==> src/hw/rtl/sclc_pkg.sv <==
// Package for the serial command LED controller: request and result types,
// command word table, word codes and running-light modes.
// No dependencies.
package sclc_pkg;

    localparam int NUM_WORDS      = 8;
    localparam int MAX_WORD_CHARS = 8;
    localparam int PERIOD_W       = 16;

    localparam logic [7:0] TERM_CHAR = 8'h23;
    localparam logic [7:0] NUL_CHAR  = 8'h00;

    localparam logic [PERIOD_W-1:0] TICK_PERIOD_RESET = 16'd500;
    localparam logic [PERIOD_W-1:0] TICK_COUNT_RESET  = 16'd1;

    // Command kinds
    localparam logic CMD_BYTE = 1'b0;
    localparam logic CMD_TICK = 1'b1;

    // Word codes as reported in matched_word
    localparam logic [3:0] WORD_NONE     = 4'd0;
    localparam logic [3:0] WORD_LED0_OFF = 4'd1;
    localparam logic [3:0] WORD_LED0_ON  = 4'd2;
    localparam logic [3:0] WORD_LED1_OFF = 4'd3;
    localparam logic [3:0] WORD_LED1_ON  = 4'd4;
    localparam logic [3:0] WORD_LEFT     = 4'd5;
    localparam logic [3:0] WORD_RIGHT    = 4'd6;
    localparam logic [3:0] WORD_FLASHING = 4'd7;
    localparam logic [3:0] WORD_TIME_OUT = 4'd8;

    // Word text, first character in the top byte, short words padded with NUL
    localparam logic [63:0] WORD_TEXT [NUM_WORDS] = '{
        64'("Led0:OFF"),
        {"Led0:ON", 8'h00},
        64'("Led1:OFF"),
        {"Led1:ON", 8'h00},
        {"left", 32'h0},
        {"right", 24'h0},
        64'("flashing"),
        64'("Time out")
    };

    localparam logic [3:0] WORD_LEN [NUM_WORDS] = '{
        4'd8, 4'd7, 4'd8, 4'd7, 4'd4, 4'd5, 4'd8, 4'd8
    };

    typedef enum logic [1:0] {
        MODE_PAUSE    = 2'd0,
        MODE_LEFT     = 2'd1,
        MODE_RIGHT    = 2'd2,
        MODE_FLASHING = 2'd3
    } light_mode_t;

    typedef struct packed {
        logic       command;
        logic [7:0] byte_value;
    } sclc_item_t;

    typedef struct packed {
        logic       led_zero;
        logic       led_one;
        logic [3:0] run_lights;
        logic [1:0] light_mode;
        logic [3:0] matched_word;
    } sclc_result_t;

    // Control from the pipeline to the lamp block
    typedef struct packed {
        logic       tick;
        logic       apply;
        logic [3:0] word;
    } sclc_lamp_ctl_t;

endpackage

==> src/hw/rtl/sclc_if.sv <==
// Valid/ready channel interfaces for the serial command LED controller.
// Depends on sclc_pkg for the payload types.
interface sclc_in_if import sclc_pkg::*; ();
    logic       valid;
    logic       ready;
    sclc_item_t data;

    modport source (output valid, output data, input ready);
    modport sink   (input valid, input data, output ready);
endinterface

interface sclc_out_if import sclc_pkg::*; ();
    logic         valid;
    logic         ready;
    sclc_result_t data;

    modport source (output valid, output data, input ready);
    modport sink   (input valid, input data, output ready);
endinterface

==> src/hw/rtl/sclc_cmd_buf.sv <==
// Command character buffer with fill count, overflow mark and word matcher.
// Depends on sclc_pkg for the word table and codes.
module sclc_cmd_buf import sclc_pkg::*;
#(
    parameter int BUFFER_CHARS = 8
)
(
    input  logic       clk,
    input  logic       rst_n,
    input  logic       push,
    input  logic       term,
    input  logic [7:0] byte_value,
    output logic [3:0] matched_word
);

    localparam int CW = $clog2(BUFFER_CHARS + 1);
    localparam int AW = $clog2(BUFFER_CHARS);

    logic [7:0]    chars_reg [BUFFER_CHARS];
    logic [CW-1:0] count_reg;
    logic [CW-1:0] count_next;
    logic          ovf_reg;
    logic          ovf_next;
    logic          full;

    assign full = (count_reg == CW'(BUFFER_CHARS));

    always_ff @(posedge clk)
    begin
        if (push && !full)
        begin
            chars_reg[count_reg[AW-1:0]] <= byte_value;
        end
    end

    always_comb
    begin
        count_next = count_reg;
        ovf_next   = ovf_reg;
        if (term)
        begin
            count_next = '0;
            ovf_next   = 1'b0;
        end
        else if (push)
        begin
            if (full)
            begin
                ovf_next = 1'b1;
            end
            else
            begin
                count_next = count_reg + CW'(1);
            end
        end
    end

    always_ff @(posedge clk or negedge rst_n)
    begin
        if (!rst_n)
        begin
            count_reg <= '0;
            ovf_reg   <= 1'b0;
        end
        else
        begin
            count_reg <= count_next;
            ovf_reg   <= ovf_next;
        end
    end

    // Compare the held characters with every word at once; the length check
    // keeps unwritten entries out of any hit.
    always_comb
    begin
        logic hit;
        matched_word = WORD_NONE;
        for (int w = 0; w < NUM_WORDS; w++)
        begin
            hit = (count_reg == CW'(WORD_LEN[w]));
            for (int i = 0; i < MAX_WORD_CHARS; i++)
            begin
                if (i < int'(WORD_LEN[w]) &&
                    chars_reg[i] != WORD_TEXT[w][63 - 8*i -: 8])
                begin
                    hit = 1'b0;
                end
            end
            if (hit && !ovf_reg && matched_word == WORD_NONE)
            begin
                matched_word = 4'(w + 1);
            end
        end
    end

endmodule

==> src/hw/rtl/sclc_lamps.sv <==
// LED and running-light state: tick counter, period register, mode and lamps.
// Depends on sclc_pkg for word codes, modes and the control struct.
module sclc_lamps import sclc_pkg::*;
(
    input  logic                clk,
    input  logic                rst_n,
    input  logic                cfg_we,
    input  logic [PERIOD_W-1:0] cfg_wdata,
    input  sclc_lamp_ctl_t      ctl,
    output logic [5:0]          port_next,
    output light_mode_t         mode_next
);

    logic [PERIOD_W-1:0] period_reg;
    logic [PERIOD_W-1:0] tick_count_reg;
    logic [PERIOD_W-1:0] tick_count_next;
    logic [PERIOD_W-1:0] tick_inc;
    logic [5:0]          port_reg;
    light_mode_t         mode_reg;
    logic [3:0]          lamps;
    logic [3:0]          lamps_step;
    logic                do_step;

    assign tick_inc = tick_count_reg + PERIOD_W'(1);
    assign do_step  = ctl.tick && (tick_inc >= period_reg);
    assign lamps    = port_reg[5:2];

    // One step of the running lights in the current mode
    always_comb
    begin
        lamps_step = lamps;
        unique case (mode_reg)
            MODE_LEFT:
            begin
                if (lamps == 4'h0 || lamps == 4'hF || lamps == 4'h8)
                    lamps_step = 4'h1;
                else if (lamps == 4'h1 || lamps == 4'h2 || lamps == 4'h4)
                    lamps_step = {lamps[2:0], 1'b0};
            end
            MODE_RIGHT:
            begin
                if (lamps == 4'h0 || lamps == 4'hF || lamps == 4'h1)
                    lamps_step = 4'h8;
                else if (lamps == 4'h2 || lamps == 4'h4 || lamps == 4'h8)
                    lamps_step = {1'b0, lamps[3:1]};
            end
            MODE_FLASHING: lamps_step = ~lamps;
            MODE_PAUSE:    lamps_step = lamps;
        endcase
    end

    always_comb
    begin
        port_next       = port_reg;
        mode_next       = mode_reg;
        tick_count_next = tick_count_reg;
        if (ctl.tick)
        begin
            tick_count_next = do_step ? '0 : tick_inc;
            if (do_step)
            begin
                port_next[5:2] = lamps_step;
            end
        end
        if (ctl.apply)
        begin
            unique case (ctl.word)
                WORD_LED0_OFF: port_next[0] = 1'b0;
                WORD_LED0_ON:  port_next[0] = 1'b1;
                WORD_LED1_OFF: port_next[1] = 1'b0;
                WORD_LED1_ON:  port_next[1] = 1'b1;
                WORD_LEFT:     mode_next    = MODE_LEFT;
                WORD_RIGHT:    mode_next    = MODE_RIGHT;
                WORD_FLASHING: mode_next    = MODE_FLASHING;
                WORD_TIME_OUT: mode_next    = MODE_PAUSE;
                default:       ;
            endcase
        end
    end

    always_ff @(posedge clk or negedge rst_n)
    begin
        if (!rst_n)
        begin
            period_reg     <= TICK_PERIOD_RESET;
            tick_count_reg <= TICK_COUNT_RESET;
            port_reg       <= '1;
            mode_reg       <= MODE_PAUSE;
        end
        else
        begin
            if (cfg_we)
            begin
                period_reg <= cfg_wdata;
            end
            tick_count_reg <= tick_count_next;
            port_reg       <= port_next;
            mode_reg       <= mode_next;
        end
    end

endmodule

==> src/hw/rtl/serial_command_led_controller.sv <==
// Top level of the serial command LED controller.
// Depends on sclc_pkg, sclc_if, sclc_cmd_buf and sclc_lamps.
//
// Usage:
//   cmd_in  carries one request per handshake: a serial byte (command 0)
//           or a timer tick (command 1). Bytes other than '#' or NUL are
//           gathered into a command; '#' or NUL ends it and the command is
//           matched against the eight fixed words.
//   led_out returns exactly one result per request: both single LEDs, the
//           four running lamps and the mode after that request, plus the
//           code of the word recognized by a terminator (0 otherwise).
//   cfg_we / cfg_wdata write tick_period (ticks between lamp steps); write
//           it only while no request is in flight.
// Path: an accepted request is held in the input register, and its result is
//   registered in the result register, from which led_out takes it.
// Throughput: one request per cycle while led_out keeps taking results;
//   every request takes a single pass through the matcher and lamp logic
//   between the input register and the result register.
// Reset: both LEDs and all lamps lit, pause mode, tick period 500, tick
//   count 1, empty command, no request or result held.
// Stall: a result not taken holds in the output register; the input
//   register still fills behind it, then ready drops until led_out drains.
module serial_command_led_controller import sclc_pkg::*;
#(
    parameter int BUFFER_CHARS = 8
)
(
    input  logic                clk,
    input  logic                rst_n,
    sclc_in_if.sink             cmd_in,
    sclc_out_if.source          led_out,
    input  logic                cfg_we,
    input  logic [PERIOD_W-1:0] cfg_wdata
);

    // Input register
    logic           s1_valid_reg;
    sclc_item_t     s1_item_reg;
    // Result register
    logic           out_valid_reg;
    sclc_result_t   out_data_reg;
    sclc_result_t   out_data_next;

    logic           out_free;
    logic           fire;
    logic           is_term;
    logic [3:0]     matched_word;
    logic [5:0]     port_next;
    light_mode_t    mode_next;
    sclc_lamp_ctl_t lamp_ctl;

    // The result slot takes a new value when empty or being drained
    assign out_free = !out_valid_reg || led_out.ready;
    assign fire     = s1_valid_reg && out_free;
    assign cmd_in.ready = !s1_valid_reg || out_free;

    assign is_term = (s1_item_reg.byte_value == TERM_CHAR) ||
                     (s1_item_reg.byte_value == NUL_CHAR);

    assign lamp_ctl.tick  = fire && (s1_item_reg.command == CMD_TICK);
    assign lamp_ctl.apply = fire && (s1_item_reg.command == CMD_BYTE) && is_term;
    assign lamp_ctl.word  = matched_word;

    sclc_cmd_buf #(
        .BUFFER_CHARS (BUFFER_CHARS)
    ) u_cmd_buf (
        .clk          (clk),
        .rst_n        (rst_n),
        .push         (fire && (s1_item_reg.command == CMD_BYTE) && !is_term),
        .term         (lamp_ctl.apply),
        .byte_value   (s1_item_reg.byte_value),
        .matched_word (matched_word)
    );

    sclc_lamps u_lamps (
        .clk       (clk),
        .rst_n     (rst_n),
        .cfg_we    (cfg_we),
        .cfg_wdata (cfg_wdata),
        .ctl       (lamp_ctl),
        .port_next (port_next),
        .mode_next (mode_next)
    );

    // Report the state as it stands after this request
    always_comb
    begin
        out_data_next.led_zero     = port_next[0];
        out_data_next.led_one      = port_next[1];
        out_data_next.run_lights   = port_next[5:2];
        out_data_next.light_mode   = mode_next;
        out_data_next.matched_word = lamp_ctl.apply ? matched_word : WORD_NONE;
    end

    always_ff @(posedge clk or negedge rst_n)
    begin
        if (!rst_n)
        begin
            s1_valid_reg  <= 1'b0;
            out_valid_reg <= 1'b0;
        end
        else
        begin
            if (cmd_in.ready)
            begin
                s1_valid_reg <= cmd_in.valid;
            end
            if (out_free)
            begin
                out_valid_reg <= s1_valid_reg;
            end
        end
    end

    always_ff @(posedge clk)
    begin
        if (cmd_in.valid && cmd_in.ready)
        begin
            s1_item_reg <= cmd_in.data;
        end
        if (fire)
        begin
            out_data_reg <= out_data_next;
        end
    end

    assign led_out.valid = out_valid_reg;
    assign led_out.data  = out_data_reg;

endmodule

==> src/flat_wrapper.sv <==
// flat-port wrapper written by rule: the top's interface ports become plain ports
module serial_command_led_controller_flat import sclc_pkg::*;
#(
    parameter int BUFFER_CHARS = 8
)
  (clk, rst_n, cfg_we, cfg_wdata, cmd_in_valid, cmd_in_data, cmd_in_ready, led_out_valid, led_out_data, led_out_ready);
  sclc_in_if cmd_in_i ();
  sclc_out_if led_out_i ();
  input  logic clk;
  input  logic rst_n;
  input  logic cfg_we;
  input  logic [PERIOD_W-1:0] cfg_wdata;
  input wire logic [$bits(cmd_in_i.valid)-1:0] cmd_in_valid;
  input wire logic [$bits(cmd_in_i.data)-1:0] cmd_in_data;
  output wire logic [$bits(cmd_in_i.ready)-1:0] cmd_in_ready;
  output wire logic [$bits(led_out_i.valid)-1:0] led_out_valid;
  output wire logic [$bits(led_out_i.data)-1:0] led_out_data;
  input wire logic [$bits(led_out_i.ready)-1:0] led_out_ready;
  assign cmd_in_i.valid = cmd_in_valid;
  assign cmd_in_i.data = cmd_in_data;
  assign cmd_in_ready = cmd_in_i.ready;
  assign led_out_valid = led_out_i.valid;
  assign led_out_data = led_out_i.data;
  assign led_out_i.ready = led_out_ready;
  serial_command_led_controller #(.BUFFER_CHARS(BUFFER_CHARS)) u_core (.clk(clk), .rst_n(rst_n), .cmd_in(cmd_in_i), .led_out(led_out_i), .cfg_we(cfg_we), .cfg_wdata(cfg_wdata));
endmodule
==> config.mk <==
export PLATFORM = sky130hd
export DESIGN_NAME = serial_command_led_controller_flat
export DESIGN_NICKNAME = d
export VERILOG_FILES = /design/src/hw/rtl/sclc_pkg.sv /design/src/hw/rtl/sclc_if.sv /design/src/hw/rtl/sclc_cmd_buf.sv /design/src/hw/rtl/sclc_lamps.sv /design/src/hw/rtl/serial_command_led_controller.sv /design/src/flat_wrapper.sv
export SDC_FILE = /design/constraint.sdc
export NUM_CORES = 1
export LEC_CHECK = 0
export BUFFER_PORTS_ARGS = -buffer_cell sky130_fd_sc_hd__buf_4
export CORE_AREA = 2 2 103 105
export CTS_CLUSTER_DIAMETER = 40
export DETAILED_ROUTE_END_ITERATION = 6
export DIE_AREA = 0 0 105 107
export PLACE_DENSITY = 0.81
export SLEW_MARGIN = 20
export SYNTH_ARGS = -nofsm -noshare
export SYNTH_HDL_FRONTEND = slang
export SYNTH_SLANG_ARGS = --single-unit
==> constraint.sdc <==
create_clock -name clk -period 4.3 [get_ports clk]
set_input_delay 0.645 -clock clk [delete_from_list [all_inputs] [get_ports clk]]
set_output_delay 0.645 -clock clk [all_outputs]
set_load 0.05 [all_outputs]
* Yosys cells after proc, flatten, opt, wreduce, memory -nomap -nowiden *
Memory sizes are Yosys's and may differ from the RTL's.
Index checks and enable logic that the tools add are counted.

cells by class
  mux-type cells = 78
  reduce and logical (&&, ||, !) cells = 52
  bitwise logic cells = 2
  eq/ne operators = 55
  order comparisons = 1
  add/sub/neg operators = 2

operators with widths
  cell                   number
  $ne 8x7->1 const B     29
  $mux 1                 55
  $mux 4                 11
  $eq 4x3->1 const B     8
  $logic_not 4->1        8
  $ne 8x6->1 const B     4
  $logic_and 1x1->1      23
  $add 16x1->16 const B  1
  $eq 4x4->1 const B     4
  $ge 16x16->1           1
  $mux 16                1
  $pmux 4 s4             1
  $eq 4x2->1 const B     3
  $logic_or 1x1->1       10
  $mux 3                 3
  $eq 4x1->1 const B     2
  $eq 8x6->1 const B     1
  $logic_not 8->1        1
  $mux 2                 4
  $pmux 2 s4             1
  $logic_not 1->1        5
  $add 4x1->4 const B    1
  $eq 2x2->1 const B     2
  $not 4->4              1
  7 further kinds        10

word-level totals
  memories kept = 1
  register bits after elaboration = 68
  logic and storage cells = 206
  memory bits (writable) = 64

memory list
  memory                      words  width  read ports  clocked after Yosys merged registers in  wr ports  RTL line            RTL
  u_core.u_cmd_buf.chars_reg  8      8      8           0                                        1         sclc_cmd_buf.sv:19  logic [7:0] chars_reg [BUFFER_CHARS];

* Longest topological paths before layout *
Gate-level depths: netlist of the first run.
An unclocked memory read counts as a cell.

  depth after elaboration = 36
  gate-level depth with buffers = 16
  gate-level depth less buffers = 15

* By module *
From an unflattened synthesis of the first run, not the netlist that was laid out.

unflattened totals
  cells, all modules = 507
  area total of the unflattened synthesis = 6134.6 um^2

modules (own cells, without submodules)
  module                         area an instance (um^2)  times used  cells each
  sclc_cmd_buf                   2770.2                   1           175
  sclc_lamps                     2524.9                   1           286
  serial_command_led_controller  839.6                    1           46

* Worst setup path after synthesis of the first run *
OpenSTA, ideal clock, no wires.

  kind = flip-flop to flip-flop
  start = register u_core.u_lamps.tick_count_reg[0]
  end = register u_core.out_data_reg (netlist bit u_core.led_out.data[6]) (data pin)
  path buffers = 0
  cell stages (with the launch flop) = 15
  period minus slack after synthesis = 3.534 ns
  slack = 0.766 ns
  arrival time = 3.271 ns
  data required time = 4.037 ns
  cells stage by stage = dfstp_2 ha_1 nand3_1 nor3_1 and3_1 and3_1 nand3_1 xor2_1 inv_1 ha_1 nand4_1 a211oi_1 a21o_1 and2_1 mux2_2

RTL lines
  item                    RTL line                              RTL
  from (decl)             sclc_lamps.sv:15                      logic [PERIOD_W-1:0] tick_count_reg;
  from (signal assigned)  sclc_lamps.sv:96                      tick_count_reg <= tick_count_next;
  to (signal assigned)    serial_command_led_controller.sv:123  out_data_reg <= out_data_next;
  to (decl)               serial_command_led_controller.sv:41   sclc_result_t out_data_reg;

==> flow_summary.yaml, run 1 <==
outcome:
  status: "completed"
synthesis:
  synth_top_area_share: 0.426
  yosys.area.top_type: "edfxtp_1"
  synthMuxAreaShare: 0.0111
  ys_top_cells_by_area: "edfxtp_1 (43%), dfrtp_1 (14%), dfstp_2 (5.7%)"
  ys_seq_area_frac: 0.625
  post_synth_num_cell_types: 55
  netlist_instances: 499
  synth_compound_area_frac: 0.0932
  syn_nets: 549
  async_flop_share: 0.356
  synth-edff-count: 85
  synthXorXnorAreaFrac: 0.0205
  synth_top_family_by_area: "simple AND/OR/NAND/NOR gates"
  synth-seq-cells: 132
  synthSimpleGateAreaFrac: 0.181
  synth_warnings: 0
  yosys_most_used_dff: "edfxtp_1"
  synth.cell_area_um2: 5990
  synthAdderAreaFrac: 0.0418
  synth_area_per_cell_um2: 12.0
place:
  dp_hpwl_um: 8440
  io_buffer_count: 43
  gp_congestion: 0.892
setup_path:
  crit_path_start: "u_core.u_lamps.tick_count_reg[0]"
  crit_required_ns: 4.56
  worstPathMaxFanout: 5
  reg2reg_depth: 15
  r2r_end: "u_core.led_out.data[6]"
  worstSetupStartpointType: "flip-flop"
  path_class: "flip-flop to flip-flop"
  crit_path_end: "u_core.led_out.data[6]"
  r2r-start: "u_core.u_lamps.tick_count_reg[0]"
  worstPathArrival_ns: 4.19
  end_kind: "flip-flop"
  rrSetupSlack_ns: 0.38
cells_and_area:
  largest_register_ff_count: 64
  drive_above_1_share: 0.198
  fin_util: 0.706
  diodes: 0
  nNetsFinal: 603
  synthToLayoutAreaGrowth_pct: 18.9
detailed_routing:
  antenna_left: 0
  drt-initial-drc-count: 398
  first_pass_iters: 6
  drc_errors: 0
  vias_per_cell: 6.01
  wl_per_cell_um: 18.4
  wl_um: 12900
  num_vias: 4219
sta:
  hold_viol: 0
  finalSetupTns_ns: 0
  relSlewSlack: 0.479
  rsz0062_at_grt: "false"
  finClkSkew_ns: 0.00889
  fmaxAchievable_mhz: 255
  period_needed_ns: 3.92
  fin_crit_sh: 0.913
  slew_violations: 0
  worst_pin_slew_ns: 0.778
  finalSetupViolCount: 0
clock_tree:
  ctsLongestPathBuffers: 2
  root_buffer: "clkbuf_8"
  cts.sinks: 132
  cts-buffers-inserted: 17
  clock_latency_ns: 0.52
  clkTransAtPathRegs_ns: 0.06
  cts_tree: "built"
  h-tree-depth: 4
  post_cts_buffers: 0
grt:
  grtUsageTotal: 0.243
  grt_pass1_vias: 4172
  overflow: 0
  grt_pass1_wl_um: 20900
  grt_max_degree: 48
  antenna_found_initial: 0
hold_path:
  hp-class: "input port to asynchronous set/reset pin"
floorplan:
  core.rowCount: 37
  floorplan.initialDensity: 0.593
  fp.dieH_um: 107
  dieArea_um2: 11200
  die_w_um: 105
  design.core.area_um2: 10100
  pin_count: 44
pwr:
  peakVddDrop_mv: 0.362
  p_leak_nw: 2.86
  powerDensity_nw_per_um2: 493
flow_run:
  cap_violations: 0
==> worst min path at each step <==
stage | endpoint | slack (ns) | cells past startpoint
3_5_place_dp | u_core.u_lamps.port_reg[0] | 0.49 | 2
5_1_grt | u_core.u_lamps.mode_reg[0] | 0.18 | 1
4_1_cts | u_core.u_lamps.period_reg[15] | 0.15 | 1
3_3_place_gp | u_core.u_lamps.port_reg[0] | 0.48 | 2
2_1_floorplan | u_core.led_out.valid | 0.35 | 0
6_report | u_core.u_lamps.mode_reg[0] | 0.13 | 1
==> cell families (layout without fill, tap and decap cells) <==
kind of cell               Yosys count  in the layout
DFF                                132            132
xor gates and xnor gates            14             14
AOI/OAI and AO/OA                   90             90
muxes                                6              6
adders and majority gates           20             20
buffers and inverters               41            108
and+or+nand+nor                    196            196
==> Yosys cell counts, drive strengths merged, types with 5 or more instances <==
cell type / instances
dfrtp: 34
inv: 28
a22o: 8
o21ai: 43
a21o: 8
a31oi: 6
nor3b: 7
ha: 20
dfstp: 13
nor2: 26
nand2b: 8
clkbuf: 12
nand2: 51
nand4: 13
and3: 9
mux2: 5
nor3: 17
nand3: 15
nor2b: 6
nor4: 7
edfxtp: 85
a21oi: 13
xor2: 10
==> cells in the final DEF, fill, tap and decap left out, types with 4 or more instances in the layout <==
master     Yosys  routed
a21oi_1       13      13
nor3b_1        7       7
nor3_1        17      14
or3_1          4       4
nor2b_1        6       6
xor2_1        10      10
a31oi_1        6       6
nor4_1         7       7
buf_4          0      48
a22o_1         8       8
nand2b_1       8       8
dfrtp_1       34      34
dfstp_2       13      13
and3_1         9       9
nor2_1        26      25
nand3_1       15      15
inv_1         28      28
a21o_1         8       8
ha_1          20      20
edfxtp_1      85      85
xnor2_1        4       4
clkbuf_16      0      16
bufinv_16      0       5
mux2_2         5       5
o21ai_0       40      40
nand2_1       50      50
nand4_1       13      13
nand3b_1       4       4
==> report_power, final <==
group / internal (mW) / switching, mW
logic: 0.153 / 0.228
clock network: 1.01 / 0.547
registers: 1.47 / 0.108
==> metal layers <==
metal  GRT usage  vias to the layer above  share of wire
met3      0.0632                       19          0.069
met5           0                        -              0
met2       0.391                      185           0.49
met1       0.326                     2060           0.43
li1            -                     1955              -
met4      0.0771                        0          0.012
==> metrics by stage <==
step                      total power [mW]  setup WS, ns  hold WS [ns]  cell area (µm²)  cells
final                                 3.51         0.376         0.135             7120    702
after global routing                  3.63        0.0472         0.181             7120    702
after CTS                             3.51         0.319         0.147             7100    702
after detailed placement              1.96         0.414         0.488             6460    670
after global placement                1.94         0.585         0.478             6460    670
after floorplan                       1.82         0.766         0.349             5990    499
==> worst max-delay path: stages, from the launching register on <==
cell and delay, ns:
dfstp_2 0.57, nand4_1 0.15, nor3_1 0.38, and3_1 0.27, and3_1 0.26, nand3_1 0.12
xor2_1 0.22, inv_1 0.08, ha_1 0.31, a21o_1 0.15, a21o_1 0.17, a21oi_1 0.13
o21ai_0 0.11, a21o_1 0.23, and2_1 0.22, mux2_2 0.30
==> repair_timing <==
item                                    in CTS  in global routing
hold buffers                                 0                  0
resized for setup                            0                  2
endpoints found under the setup margin       0                 10
==> cell type report <==
class	count	area, µm²
multi-input combinational	326	2100
inverter	28	105
tap	136	170
clock inverter	15	228
timing repair buffer	48	360
sequential	132	3740
fill	676	2970
clock buffer	17	414
Power figures use the tool's default switching activity.
==> inputs of run 2 (changes only) <==
- CORE_AREA: 2 2 103 105 -> 2 2 105 107
- DIE_AREA: 0 0 105 107 -> 0 0 107 109
- PLACE_DENSITY: 0.81 -> 0.8
- SYNTH_HIERARCHICAL: unset -> 1
==> run 2 against run 1 <==
Net effect: non-clock buffer count down 2; die area is 3.8% higher; register-to-register slack better by 0.30 ns; cell count increased by 0.85%; critical path depth decreased by 1; clock power shrank 6%; sequential share of layout area down 0.44 points.
==> flow_summary.yaml, run 2 <==
cells_and_area:
  synthToLayoutAreaGrowth_pct: 17.1
  mostFrequentLayoutCells: "edfxtp_1 (85), nand2_1 (49), buf_4 (46)"
  fin_util: 0.677
  largest_register_ff_count: 64
  final_area_um2: 7180
  layout_commonest_cell: "edfxtp_1"
  fillCellCount: 747
  nNetsFinal: 605
  diodes: 0
  drive_above_1_share: 0.199
setup_path:
  cp_slowest_cell: "dfstp_2"
  worstPathArrival_ns: 3.89
  rrSetupSlack_ns: 0.68
  end_kind: "flip-flop"
  path_class: "flip-flop to flip-flop"
  max_stage_delay_ns: 0.58
  path_cells: "ha_1 > nand2_1 > nor2_1 > nand3_1 > nor2_1 > xor2_1 > ha_1 > a21oi_1 > nand2_1 > a211oi_1 > o41ai_2 > buf_4 > nand2_4 > mux2_4"
  crit_required_ns: 4.57
  worstPathMaxFanout: 20
  crit_family: "simple AND/OR/NAND/NOR gates"
  worstSetupStartpointType: "flip-flop"
  path_buf_inv: 1
detailed_routing:
  drc_errors: 0
  first_pass_iters: 4
  wl_um: 12400
  antenna_left: 0
  vias_per_cell: 5.93
  wl_per_cell_um: 17.5
  num_vias: 4201
  drt-initial-drc-count: 356
pwr:
  pwr-share-clk: 0.422
  p_int_mw: 2.55
  peakVddDrop_mv: 0.311
  swShare: 0.260
  p_leak_nw: 2.79
  seqPwrFrac: 0.462
  combPwrFrac: 0.116
  power_mw: 3.44
  powerDensity_nw_per_um2: 479
  power.switching_mw: 0.895
sta:
  hold_ws_ns: 0.130
  slew_violations: 0
  relSlewSlack: 0.413
  finalSetupTns_ns: 0
  finalSetupViolCount: 0
  hold_viol: 0
  finClkSkew_ns: 0.00858
  fmaxAchievable_mhz: 276
  period_needed_ns: 3.62
  rsz0062_at_grt: "false"
  worst_pin_slew_ns: 0.878
  fin_crit_sh: 0.842
place:
  placed_area_um2: 6580
  dp_hpwl_um: 8350
  io_buffer_count: 43
  gp_congestion: 0.868
floorplan:
  design.core.area_um2: 10600
  floorplan.initialDensity: 0.579
  dieArea_um2: 11700
  die_w_um: 107
  fp.dieH_um: 109
  pin_count: 44
  core.rowCount: 38
synthesis:
  ys_top_cells_by_area: "edfxtp_1 (42%), dfrtp_1 (14%), dfstp_2 (5.6%)"
  synth-edff-count: 85
  synth_warnings: 6
  synth.cell_area_um2: 6130
  synth_common_cells: "edfxtp_1 (85), nand2_1 (49), dfrtp_1 (34), nor2_1 (34), o21ai_0 (28)"
  post_synth_num_cell_types: 65
  yosysMostFrequentCell: "edfxtp_1"
  syn_nets: 557
  synth-seq-cells: 132
  synth_area_per_cell_um2: 12.1
  synth_top_area_share: 0.416
  async_flop_share: 0.356
  yosys.area.top_type: "edfxtp_1"
  yosys_most_used_dff: "edfxtp_1"
  ys_seq_area_frac: 0.610
  netlist_instances: 507
clock_tree:
  cts_tree: "built"
  h-tree-depth: 4
  root_buffer: "clkbuf_8"
  cts.sinks: 132
  hold_buffers: 0
  clock_latency_ns: 0.53
  postCtsResizedCells: 0
  cts-buffers-inserted: 17
  ctsLongestPathBuffers: 2
  post_cts_buffers: 0
  clkTransAtPathRegs_ns: 0.06
hold_path:
  hp-class: "input port to asynchronous set/reset pin"
flow_run:
  cap_violations: 0
grt:
  grtUsageTotal: 0.231
  grt_pass1_wl_um: 20100
  grt_pass1_vias: 3994
  grt_max_degree: 48
  overflow: 0
  antenna_found_initial: 0
outcome:
  status: "completed"
-- run 2: routing by layer --
layer | routed length (µm) | GRT usage
met1 | 5480 | 0.317
met2 | 5610 | 0.346
met3 | 1010 | 0.0628
met4 | 267 | 0.106
met5 | 0 | 0
-- run 2: metrics by stage --
stage,cells,worst slack (ns)
CTS,708,0.715
detailed placement,676,0.762
floorplan,507,1.12
global route,708,0.469
global placement,676,0.906
finish,708,0.677
-- run 2: worst paths after layout --
path | depth (start not counted) | end | from
worst max-delay path | 14 | u_core/led_out.data[9] | u_core/u_lamps/tick_count_reg[0]
worst min-delay path | 1 | u_core/u_lamps/tick_count_reg[8] | rst_n
worst max register to register | 14 | u_core/led_out.data[9] | u_core/u_lamps/tick_count_reg[0]
worst min register to register | 2 | u_core/u_lamps/period_reg[8] | u_core/u_lamps/period_reg[8]
max in group asynchronous | 1 | u_core/u_cmd_buf/count_reg[3] | rst_n
min in group clk | 1 | u_core/s1_item_reg[8] | cmd_in_data[8]
-- run 2: logic make-up (layout without fill, tap and decap cells) --
group | Yosys count | count (layout) | synth area share
simple gates | 204 | 204 | 0.193
flops | 132 | 132 | 0.610
compound gates | 81 | 81 | 0.0863
buf+inv | 45 | 106 | 0.0300
fa+ha+maj | 20 | 20 | 0.0408
xor+xnor | 17 | 17 | 0.0243
mux | 8 | 8 | 0.0151
-- run 2: worst reg2reg max path, stage by stage, from the launching register on --
cell      delay, ns
dfstp_2        0.58
ha_1           0.25
nand2_1        0.09
nor2_1         0.20
nand3_1        0.19
nor2_1         0.24
xor2_1         0.19
ha_1           0.29
a21oi_1        0.15
nand2_1        0.07
a211oi_1       0.32
o41ai_2        0.15
buf_4          0.23
nand2_4        0.12
mux2_4         0.31
-- run 2: area by class of cell --
class / instances / area (µm²) / area share
Sequential cell: 132 / 3740 / 0.521
Inverter: 28 / 105 / 0.0146
Clock inverter: 13 / 174 / 0.0242
Tap cell: 140 / 175 / 0.0244
Timing Repair Buffer: 46 / 345 / 0.0481
Multi-Input combinational cell: 330 / 2210 / 0.307
Clock buffer: 19 / 432 / 0.0601
-- run 2: power groups by stage --
stage,logic (mW),clock network (mW),registers [mW]
CTS,0.398,1.47,1.59
floorplan,0.271,0,1.59
global placement,0.380,0,1.60
detailed placement,0.394,0,1.61
global route,0.442,1.53,1.61
finish,0.398,1.45,1.59
==> inputs of run 3 (changes only) <==
- clock period: 4.3 -> 3.7 ns (I/O delays scaled with it)
==> run 3 against run 2 <==
Net effect: first-iteration DRC count down 7.9%; clock skew down 0.0014 ns; global-route usage up 0.53 points; via count down 0.17%.
==> flow_summary.yaml, run 3 (same netlist as run 2, synthesis figures left out) <==
sta:
  fmaxAchievable_mhz: 293
  finalSetupViolCount: 0
  slew_violations: 0
  worst_pin_slew_ns: 0.876
  fin_crit_sh: 0.923
  postLayoutSetupSlackWorst_ns: 0.284
  rsz0062_at_grt: "false"
  hold_viol: 0
  finClkSkew_ns: 0.00718
  finalSetupTns_ns: 0
  period_needed_ns: 3.42
  relSlewSlack: 0.414
floorplan:
  floorplan.initialDensity: 0.579
  fp.dieH_um: 109
  die_w_um: 107
  design.core.area_um2: 10600
  dieArea_um2: 11700
  pin_count: 44
  core.rowCount: 38
clock_tree:
  clkTransAtPathRegs_ns: 0.06
  root_buffer: "clkbuf_8"
  ctsLongestPathBuffers: 2
  clock_latency_ns: 0.53
  cts_tree: "built"
  cts-buffers-inserted: 17
  cts.sinks: 132
  h-tree-depth: 4
setup_path:
  reg2reg_depth: 14
  r2r_end: "u_core/u_lamps/tick_count_reg[2]"
  worstPathMaxFanout: 15
  r2r-start: "u_core/u_lamps/tick_count_reg[0]"
  worstSetupStartpointType: "flip-flop"
  crit_required_ns: 4.17
  end_kind: "flip-flop"
  rrSetupSlack_ns: 0.28
  worstPathArrival_ns: 3.88
  path_class: "flip-flop to flip-flop"
grt:
  grt_pass1_vias: 4115
  antenna_found_initial: 0
  grt_pass1_wl_um: 20500
  grt_max_degree: 48
  overflow: 0
  grtUsageTotal: 0.236
place:
  dp_hpwl_um: 8480
  place_ws_ns: 0.141
  io_buffer_count: 43
  gp_congestion: 0.879
detailed_routing:
  first_pass_iters: 5
  drc_errors: 0
  drt-initial-drc-count: 328
  antenna_left: 0
  wl_per_cell_um: 17.7
  wl_um: 12600
  vias_per_cell: 5.92
  num_vias: 4194
cells_and_area:
  fin_util: 0.677
  nNetsFinal: 606
  largest_register_ff_count: 64
  mostFrequentLayoutCells: "edfxtp_1 (85), nand2_1 (49), buf_4 (46)"
  drive_above_1_share: 0.211
  diodes: 0
  synthToLayoutAreaGrowth_pct: 17.1
  layout_commonest_cell: "edfxtp_1"
outcome:
  status: "completed"
pwr:
  powerDensity_nw_per_um2: 539
  seqPwrFrac: 0.477
  p_int_mw: 2.82
  swShare: 0.271
  combPwrFrac: 0.124
  peakVddDrop_mv: 0.374
  pwr-share-clk: 0.399
  power.switching_mw: 1.05
  p_leak_nw: 2.79
hold_path:
  hp-class: "input port to asynchronous set/reset pin"
flow_run:
  cap_violations: 0
-- run 3: cell types whose count changed in the layout (fill, tap and decap cells not counted), sizes merged --
cell      delta
clkinv       +3
inv          -1
clkinvlp     +1
buf          +1
clkbuf       -1
bufinv       -2
-- run 3: layout make-up --
class	instances	area, µm²
repair buffers	47	365
fillers	735	3420
flip-flops and latches	132	3740
clock buffers	18	428
inverters	28	105
clock inverters	14	129
multi-input cells	330	2230
well taps	140	175
-- run 3: worst max-delay path: stages (launching register included) --
cell,delay [ns]
dfstp_2,0.58
ha_2,0.24
nand2_1,0.09
nor2_2,0.19
nand3_2,0.15
nor2_2,0.19
xor2_1,0.21
ha_1,0.29
a21oi_1,0.15
nand2_1,0.08
a211oi_2,0.30
o41ai_4,0.18
buf_12,0.19
or3_1,0.33
a21bo_2,0.19
-- run 3: power by group through the flow --
stage	logic, mW	registers, mW	clock network (mW)
2_1_floorplan	0.315	1.85	0
5_1_grt	0.544	1.87	1.63
3_3_place_gp	0.447	1.86	0
3_5_place_dp	0.466	1.87	0
6_report	0.481	1.85	1.54
4_1_cts	0.475	1.84	1.56
-- run 3: how the worst max path moves through the flow --
stage                                             endpoint  slack, ns                             start
after floorplan                     u_core/led_out.data[6]       0.52  u_core/u_lamps/tick_count_reg[0]
after global placement              u_core/led_out.data[9]       0.33  u_core/u_lamps/tick_count_reg[0]
after detailed placement            u_core/led_out.data[6]       0.14  u_core/u_lamps/tick_count_reg[0]
after CTS                 u_core/u_lamps/tick_count_reg[2]       0.08  u_core/u_lamps/tick_count_reg[0]
after global routing      u_core/u_lamps/tick_count_reg[2]       0.04  u_core/u_lamps/tick_count_reg[0]
final                     u_core/u_lamps/tick_count_reg[2]       0.28  u_core/u_lamps/tick_count_reg[0]
-- run 3: timing repair --
action                     CTS  global route
setup endpoints to repair    0            11
hold endpoints to repair     0             0
buffers inserted             0             0
gates resized for setup      0             6
hold buffers                 0             0
-- run 3: per-layer routing --
layer  vias to the layer above  track usage  routed length [µm]
met5                         -            0                   0
met4                         0        0.100                 216
met3                        21       0.0735                1150
met2                       189        0.365                5900
met1                      2006        0.312                5310
li1                       1978            -                   -
-- run 3: stage by stage --
stage	hold slack, ns	cells	area (µm²)	power [mW]
after CTS	0.0435	709	7150	3.88
after floorplan	0.259	507	6130	2.17
after detailed placement	0.501	677	6600	2.34
after global placement	0.497	677	6600	2.31
final	0.0297	709	7180	3.87
after global routing	0.0505	709	7180	4.04
